[src/hw/rtl/ring_ordered_finger_table_core_assert.svh]
// ----------------------------------------------------------------------------
// ring_ordered_finger_table_core_assert
// Assertion macros for the finger table core.
// ----------------------------------------------------------------------------
`ifndef RING_ORDERED_FINGER_TABLE_CORE_ASSERT_SVH
`define RING_ORDERED_FINGER_TABLE_CORE_ASSERT_SVH

// Implication checked on every clock edge outside reset.
`define ROFT_ASSERT_IMP(label, clk, rst_n, ante, cons) \
  label: assert property (@(posedge clk) disable iff (!rst_n) (ante) |-> (cons)) \
    else $error("assertion failed");

// Implication whose consequent is checked in the cycle after the antecedent.
`define ROFT_ASSERT_NEXT(label, clk, rst_n, ante, cons) \
  label: assert property (@(posedge clk) disable iff (!rst_n) (ante) |=> (cons)) \
    else $error("assertion failed");

`endif

[src/hw/rtl/roft_pkg.sv]
// ----------------------------------------------------------------------------
// roft_pkg
// Types and constants shared by the finger table core and its parts.
// ----------------------------------------------------------------------------
package roft_pkg;

  localparam int TableDepth = 16;
  localparam int IdBits     = 32;
  localparam int CntBits    = $clog2(TableDepth + 1);
  localparam int IdxBits    = (TableDepth > 1) ? $clog2(TableDepth) : 1;

  localparam logic OP_INSERT = 1'b0;
  localparam logic OP_LOOKUP = 1'b1;

  typedef struct packed {
    logic        opcode;
    logic [31:0] key_id;
    logic [31:0] time_now;
  } in_word_t;

  typedef struct packed {
    logic [31:0] lookup_pred;
    logic [31:0] lookup_succ;
    logic        pred_changed;
    logic [31:0] old_pred;
    logic [31:0] node_successor;
    logic [31:0] node_predecessor;
    logic [4:0]  entry_count;
  } out_word_t;

  // Command passed from the front end to the table engine.
  typedef struct packed {
    logic              opcode;
    logic [IdBits-1:0] key;
    logic [31:0]       time_now;
  } cmd_t;

  typedef enum logic [1:0] {
    ST_IDLE,
    ST_EVICT,
    ST_PLACE
  } eng_state_t;

  // Strictly inside clockwise interval (a,b); a == b means x != a.
  function automatic logic ring_between(logic [IdBits-1:0] x, logic [IdBits-1:0] a,
                                        logic [IdBits-1:0] b);
    logic r;
    if (a == b)     r = (x != a);
    else if (a < b) r = (a < x) && (x < b);
    else            r = (a < x) || (x < b);
    return r;
  endfunction

endpackage

[src/hw/rtl/roft_front.sv]
// ----------------------------------------------------------------------------
// roft_front
// Accepts command words and holds them in a one-entry queue for the engine.
// ----------------------------------------------------------------------------
module roft_front (
  input  logic               clk,
  input  logic               rst_n,
  input  logic               start,
  input  roft_pkg::in_word_t in_word,
  output logic               busy,
  output logic               cmd_valid,
  output roft_pkg::cmd_t     cmd,
  input  logic               cmd_take
);

  logic           full_r, full_nxt;
  roft_pkg::cmd_t cmd_r;

  // The queue slot is busy until the engine takes the word.
  assign busy      = full_r;
  assign cmd_valid = full_r;
  assign cmd       = cmd_r;

  always_comb begin
    full_nxt = full_r;
    if (cmd_take) full_nxt = 1'b0;
    if (start && !busy) full_nxt = 1'b1;
  end

  always_ff @(posedge clk) begin
    if (!rst_n) begin
      full_r <= 1'b0;
    end else begin
      full_r <= full_nxt;
    end
  end

  // Classify and capture the word; the key is cut to the id width.
  always_ff @(posedge clk) begin
    if (start && !busy) begin
      cmd_r.opcode   <= in_word.opcode;
      cmd_r.key      <= roft_pkg::IdBits'(in_word.key_id);
      cmd_r.time_now <= in_word.time_now;
    end
  end

endmodule

[config.mk]
export PLATFORM = sky130hd
export DESIGN_NAME = roft_front
export DESIGN_NICKNAME = d
export VERILOG_FILES = /design/src/hw/rtl/ring_ordered_finger_table_core_assert.svh /design/src/hw/rtl/roft_pkg.sv /design/src/hw/rtl/roft_front.sv
export SDC_FILE = /design/constraint.sdc
export NUM_CORES = 1
export LEC_CHECK = 0
export BUFFER_PORTS_ARGS = -buffer_cell sky130_fd_sc_hd__buf_2
export CAP_MARGIN = 0
export CORE_UTILIZATION = 43
export DETAILED_ROUTE_END_ITERATION = 8
export PLACE_DENSITY = 0.83
export SLEW_MARGIN = 20
export SYNTH_ARGS = -nofsm -noshare
export SYNTH_HDL_FRONTEND = slang
export SYNTH_SLANG_ARGS = --single-unit
[constraint.sdc]
create_clock -name clk -period 6.42 [get_ports clk]
set_clock_uncertainty 0.05 [all_clocks]
set_input_delay 0.321 -clock clk [delete_from_list [all_inputs] [get_ports clk]]
set_output_delay 0.321 -clock clk [all_outputs]
set_load 0.02 [all_outputs]
* Yosys cells after proc, flatten, opt, wreduce, memory -nomap -nowiden
Cells that the tools add are included.
Storage, ports and cells: memory bits (read-only) 0, register bits 66, RAM bits 0, memories 0, word-level logic and storage cells 9, input bits 69, output and inout bits 67, bits in latches 0
Cells by class: multiply operators 0, add/subtract/negate cells 0, div/mod/pow operators 0, order comparisons 0, bitwise logic cells 0, shift-type cells 0, mux-type cells 2, reductions and logical operators 3, equality and inequality tests 0
Operator list (count):
- 1-bit 2-to-1 mux | 2
- 2-bit nonzero test | 1
- 1-bit logical AND | 1
- 1-bit logical NOT | 1

* Longest topological paths before layout
Gate-level depths: netlist (run 1).
depth after elaboration 3, depth in mapped cells 2, gate-level depth less buffers 2

* Worst setup path after synthesis (run 1)
No wires, ideal clock.
kind reg2reg, from register full_r, in the netlist busy, to register cmd_r, in the netlist cmd[0], enable pin, library setup time 0.495 ns, slack 2.580 ns, data arrival time 3.295 ns, path buffers 0, stages on the path, launching flop included 2, required time 5.875 ns, clock period less this slack 3.840 ns, cells stage by stage dfxtp_1 nor2b_1
Between the ends: longest elaborated chain between the ends 2
RTL lines:
- start: declaration | line roft_front.sv:16 | logic full_r, full_nxt;
- start signal: assignment | line roft_front.sv:34 | full_r <= full_nxt;
- 1-bit logical NOT | line roft_front.sv:40 | if (start && !busy) begin
- 1-bit logical AND | line roft_front.sv:40
- end: declaration | line roft_front.sv:17 | roft_pkg::cmd_t cmd_r;
No other way between the ends. A chain may end at the register's enable or synchronous reset.

* Worst setup path in the final report (run 1)
from register full_r, in the netlist busy, to register cmd_r, in the netlist cmd[35], enable pin
The elaborated chain is that of the path after synthesis.

==> results of run 1 <==
-- Yosys cell counts (all sizes together) --
cell type / n
edfxtp: 65
buf: 1
dfxtp: 1
nand2: 1
nor2b: 1
o211a: 1
-- metal layers --
layer  global-route usage  wire length [microns]  up-vias
li1                     -                      -      570
met5                    0                      0        -
met2                0.283                   2090       83
met1                0.178                   1440      558
met3               0.0880                    515        2
met4                0.100                     25        0
-- worst register-to-register path: stages (launching register included) --
cell	delay, ps
dfxtp_1	360
nor2b_4	120
buf_4	630
-- final timing paths --
check	to	slack [ps]	cells after the start
setup reg to reg	cmd[35]	4880	2
hold reg to reg	busy	540	2
setup / recovery	cmd[35]	4880	2
hold / removal	cmd[60]	130	1
-- stage by stage --
| stage | instances | worst slack (ps) |
|---|---|---|
| 6_report | 272 | 4880 |
| 5_1_grt | 272 | 4790 |
| 4_1_cts | 272 | 4870 |
| 3_5_place_dp | 257 | 4790 |
| 3_3_place_gp | 257 | 4850 |
| 2_1_floorplan | 70 | 2580 |
-- final cells by class --
type | count | area share
multi-input cells | 3 | 0.00942
clock inverters | 5 | 0.0158
flip-flops and latches | 66 | 0.675
clock buffers | 10 | 0.0437
well taps | 52 | 0.0223
repair buffers | 136 | 0.234
-- state kept, by name (all words and copies together), names as in the netlist --
| name | flops |
|---|---|
| cmd | 65 |
| busy | 1 |
-- power by group --
group / internal, mW / total [mW] / switching, mW / leakage [nW]
registers: 0.505 / 0.512 / 0.00640 / 0.630
clock network: 0.173 / 0.309 / 0.137 / 0.0886
logic: 0.0319 / 0.0900 / 0.0581 / 0.556
-- kinds of logic (layout without fill, tap and decap cells) --
| logic type | count (synthesis) | count (layout) |
|---|---|---|
| AO/OA/AOI/OAI | 1 | 1 |
| buffers and inverters | 1 | 151 |
| flip-flops | 66 | 66 |
| AND/OR/NAND/NOR | 2 | 2 |
-- cell usage in the layout (no fill, tap or decap) --
master,synthesis,layout
clkbuf_1,0,1
o211a_1,1,1
nand2_1,1,1
clkinv_1,0,3
buf_4,1,1
bufinv_16,0,1
buf_2,0,135
edfxtp_1,65,65
clkinv_2,0,1
clkbuf_8,0,9
nor2b_4,0,1
dfxtp_1,1,1
==> impl_results.md, run 1 <==
- Clk pin slew, worst setup/hold paths: about 70 ps
- Unrepaired setup endpoints after global routing: false
- Total power: around 0.9 mW
- Yosys warnings: 0
- First-pass GRT wire length: ~6100 microns
- Die width: about 70 microns
- Area leader, netlist: edfxtp_1
- Post-synthesis mux area share: 0
- Layout Utilization: 0.662
- Antenna violations before repair: 0
- DP HPWL: between 2000 and 3000 microns
- # clock sinks: 66
- Placed cell areas: approximately 2700 sq um
- Hold Worst Slack: between 100 and 150 ps
- Starting Density: 0.453
- Detailed Routing Iterations Pass 1: 4
- Total wire length: slightly above 4000 microns
- GRT Residual Overflow: 0
- Synth Net Count: roughly 140
- Slew Limit Fails: 0
- Hold Vio Cnt, Final: 0
- Fin crit period: 1540 ps
- CP top delay family: buffers and inverters
- Via density: 4.46
- Wire per inst: approximately 15 microns
- Share of layout cells above drive strength 1: 0.673
- Period utilization: 0.240
- Buffers & Inverters on Critical Path: 1
- Simple-Gate Fraction of Synth Area: 0.00501
- CP Capture Type: flip-flop
- Vias in the first global route: between 1,000 and 1,500
- HP Class: in2reg
- Adder-cell share of the synthesized area: 0
- Synthesized area per cell: ~29 sq um
- Die area: ~4900 sq um
- DRT iter0 DRCs: between 60 and 70
- ANT cells: 0
- Max-cap check violation count: 0
- WS Path Type: reg2reg
- Fmax: approximately 650 MHz
- Required time worst endpoint: between 6000 and 7000 ps
- Post-Syn Instances: 70
- Routability congestion estimate: 0.753
- Worst-Margin Slew: around 780 ps
- Worst r2r src: busy
- Power Dens Cells: 312 nW/um^2
- Post-route cell area: just under 3000 sq um
- Root Driver: clkbuf_8
- Number of synthesized register bits: 66
- Crit Path Max Fanout: 65
- CTS hold repair buffers: 0
- Area occupied by multi-input gates: approximately 28 sq um
- Vias: approximately 1,200
- Sequential fraction of the synthesis area: 0.986
- CTS Buf Count: 9
- Final #Nets: ~290
- Number of port buffers: 135
- XOR/XNOR share of the synthesized area: 0
- Gr usage total: 0.173
- VDD IR-drop max: roughly 0.21 mV
- Area fraction of the dominant cell type after synthesis: 0.976
- Core Region: between 4000 and 5000 sq um
- Netlist Area Pre-Place: roughly 2000 sq um
- I/O pin total: ~140
- Post-route setup TNS: 0 ps
- Final setup viols: 0
- Largest net degree at the start of global routing: between 60 and 70
- Filler cells: approximately 320
- Leak: around 1.3 nW
- Crit path DAT: 1440 ps
- Register area: 1970 sq um
- Synthesis-to-layout area growth: 46.1%
- Largest family of logic cells by synthesized area: simple AND/OR/NAND/NOR gates
- Synth Area in Compound Gates: 0.00501
- Crit-path max cell delay: around 630 ps
- Cts repair resizes: 0
- Leading post-synthesis cells by cell area: edfxtp_1 (98%), dfxtp_1 (1.0%), o211a_1 (0.50%), buf_4 (0.38%), nor2b_1 (0.31%)
- Critical path startpoint category: flip-flop
- Row cnt: 24
- Hold path start: in_word[60]
- Synth cell types: 6
- Antenna viol nets, final: 0
- TritonCTS clock tree: done
- CP cell instances: nor2b_4 -> buf_4
- Worst skew pair latency: 310 ps
- Crit. Startpoint: busy
- Slew Limit Headroom: 0.480
- Status: finished, final reports clean
- H-tree depth: 3
- DRC: 0
- Slowest CP cell: buf_4
- Die Ht: about 70 microns
- Setup Buffers After CTS: 0
- Clock buffer depth: 2
Note: power is estimated with default switching activity, not from simulation.
==> run 2: changes to the inputs <==
--- a/config.mk
+++ b/config.mk
@@ -7,9 +7,9 @@
 export LEC_CHECK = 0
 export BUFFER_PORTS_ARGS = -buffer_cell sky130_fd_sc_hd__buf_2
 export CAP_MARGIN = 0
-export CORE_UTILIZATION = 43
+export CORE_UTILIZATION = 36
 export DETAILED_ROUTE_END_ITERATION = 8
-export PLACE_DENSITY = 0.83
+export PLACE_DENSITY = 0.74
 export SLEW_MARGIN = 20
 export SYNTH_ARGS = -nofsm -noshare
 export SYNTH_HDL_FRONTEND = slang
==> constraint.sdc (replaced) <==
create_clock -name clk -period 1.3 [get_ports clk]
set_clock_uncertainty 0.05 [all_clocks]
set_input_delay 0.065 -clock clk [delete_from_list [all_inputs] [get_ports clk]]
set_output_delay 0.065 -clock clk [all_outputs]
set_load 0.02 [all_outputs]
==> run 2 against run 1 <==
Non-clock buffer count increased by 69. Clock-buffer cell count decreased by 1. Die area increased by 19%. Critical path type is now in2reg. Critical endpoint is now cmd[26]. Largest cell class unchanged. Largest power group unchanged.
==> impl_results.md, run 2 (same netlist as run 1, synthesis figures left out) <==
- Status: finished, final reports clean
- Power Dens Cells: 1350 nW/um^2
- Die width: ~77 microns
- Number of port buffers: ~140
- Setup Buffers After CTS: 0
- VDD IR-drop max: 0.968 mV
- DRT iter0 DRCs: 50
- Crit path DAT: ~1200 ps
- Area occupied by multi-input gates: about 28 sq um
- CP top delay family: buffers and inverters
- Critical path startpoint category: input pin
- Worst r2r src: busy
- Share of layout cells above drive strength 1: 0.524
- Hold depth: 2
- Register area: ~2000 sq um
- Clk pin slew, worst setup/hold paths: around 70 ps
- CTS Buf Count: 9
- Worst-Margin Slew: around 280 ps
- Largest net degree at the start of global routing: 43
- Clock network power share: 0.364
- I/O pin total: roughly 140
- Slew Limit Headroom: 0.812
- Sw Ratio: 0.226
- Slowest CP cell: dlygate4sd3_1
- DP HPWL: roughly 2800 microns
- Total wire length: ~5900 microns
- Total power: around 5 mW
- TritonCTS clock tree: done
- Detailed Routing Iterations Pass 1: 4
- Via density: about 4.3
- R2R setup slack: approximately 90 ps
- Layout Utilization: 0.703
- Synthesis-to-layout area growth: 84.2%
- Endpoint of the worst-slack reg-to-reg timing path: cmd[26]
- GRT Residual Overflow: 0
- R2R depth: 2
- Root Driver: clkbuf_8
- Antenna viol nets, final: 0
- Fmax: between 800 and 900 MHz
- CP cell instances: dlygate4sd3_1 -> buf_2 -> nor2b_4 -> buf_4
- Sw power: between 1 and 1.5 mW
- Final setup viols: 0
- Worst skew pair latency: between 300 and 400 ps
- Die area: between 5000 and 6000 sq um
- Slew Limit Fails: 0
- Period utilization: 0.953
- Crit-path max cell delay: 530 ps
- Buffers & Inverters on Critical Path: 3
- Antenna violations before repair: 0
- Leak: around 1.6 nW
- Vias in the first global route: between 1,500 and 2,000
- Core Region: roughly 5200 sq um
- Hold EP: cmd[4]
- Clock buffer depth: 2
- Vias: between 1,500 and 2,000
- ANT cells: 0
- Wire per inst: roughly 16 microns
- H-tree depth: 3
- Post-route setup TNS: 0 ps
- Die Ht: 76.5 microns
- HP Class: in2reg
- Required time worst endpoint: roughly 1300 ps
- Most frequent cells in the layout: buf_2 (135), dlygate4sd3_1 (68), edfxtp_1 (65)
- First-pass GRT wire length: 8770 microns
- Max-cap check violation count: 0
- Gr usage total: 0.213
- Most common cell after layout, fill and taps aside: buf_2
- CP Capture Type: flip-flop
- Crit Path Max Fanout: 23
- Routability congestion estimate: about 0.7
- # clock sinks: between 60 and 70
- Combinational share of power: 0.127
- Max reg flops: between 60 and 70
- DRC: 0
- Filler cells: 335
- Starting Density: 0.382
- Seq pwr share: 0.509
- WS Path Type: in2reg
- Final #Nets: around 350
- Hold Vio Cnt, Final: 0
- Hold path start: in_word[4]
- Internal power: 3.85 mW
- Fin crit period: about 1200 ps
- Row cnt: 26
## run 2: cell types whose count changed in the layout (fill, tap and decap cells not counted)
| cell | before | now |
|---|---|---|
| clkbuf_1 | 1 | 0 |
| clkinvlp_4 | 0 | 1 |
| dlygate4sd3_1 | 0 | 68 |
| dfxtp_1 | 1 | 0 |
| dfxtp_4 | 0 | 1 |
| buf_12 | 0 | 1 |
| bufinv_16 | 1 | 2 |
## run 2: area by class of cell
cell class	count	area share
Sequential cell	66	0.537
Timing Repair Buffer	205	0.376
Clock buffer	9	0.0336
Tap cell	70	0.0238
Clock inverter	7	0.0228
Multi-Input combinational cell	3	0.00748
## run 2: how the worst max path moves through the flow
stage | from | to | depth (start not counted)
finish | start | cmd[26] | 4
global route | start | cmd[12] | 4
CTS | busy | busy | 2
detailed placement | busy | cmd[40] | 2
global placement | busy | cmd[6] | 2
floorplan | busy | cmd[0] | 1
## run 2: worst register-to-register path, cell delays in order, from the launching register on
cell	delay [ps]
dfxtp_4	370
nor2b_4	140
buf_4	300
## run 2: repair_timing
item,in CTS,in global routing
hold buffers,67,2
endpoints found under the hold margin,66,1
endpoints found under the setup margin,0,1
gates resized for setup,0,0
## run 2: metrics by stage
| stage | instances | hold slack (ps) | setup WS [ps] | cell area, sq um |
|---|---|---|---|---|
| 6_report | 360 | 381 | 61.0 | 3680 |
| 5_1_grt | 360 | 378 | -3.75 | 3680 |
| 4_1_cts | 359 | 283 | 14.4 | 3670 |
| 3_5_place_dp | 276 | 193 | 119 | 2790 |
| 3_3_place_gp | 276 | 192 | 141 | 2790 |
| 2_1_floorplan | 70 | 114 | -518 | 2010 |
## run 2: layer usage
metal  wire [microns]  GRT usage  up-vias
li1                 -          -      710
met1             2010      0.199      721
met2             3200      0.395       97
met3              508     0.0790       19
met4              161      0.117        0
met5                0          0        -
## run 2: power by group through the flow
| stage | registers [mW] | logic, mW | clock network [mW] |
|---|---|---|---|
| detailed placement | 2.57 | 0.461 | 0 |
| CTS | 2.52 | 0.618 | 1.82 |
| global route | 2.54 | 0.670 | 1.93 |
| global placement | 2.57 | 0.453 | 0 |
| floorplan | 2.74 | 0.0533 | 0 |
| finish | 2.53 | 0.632 | 1.81 |
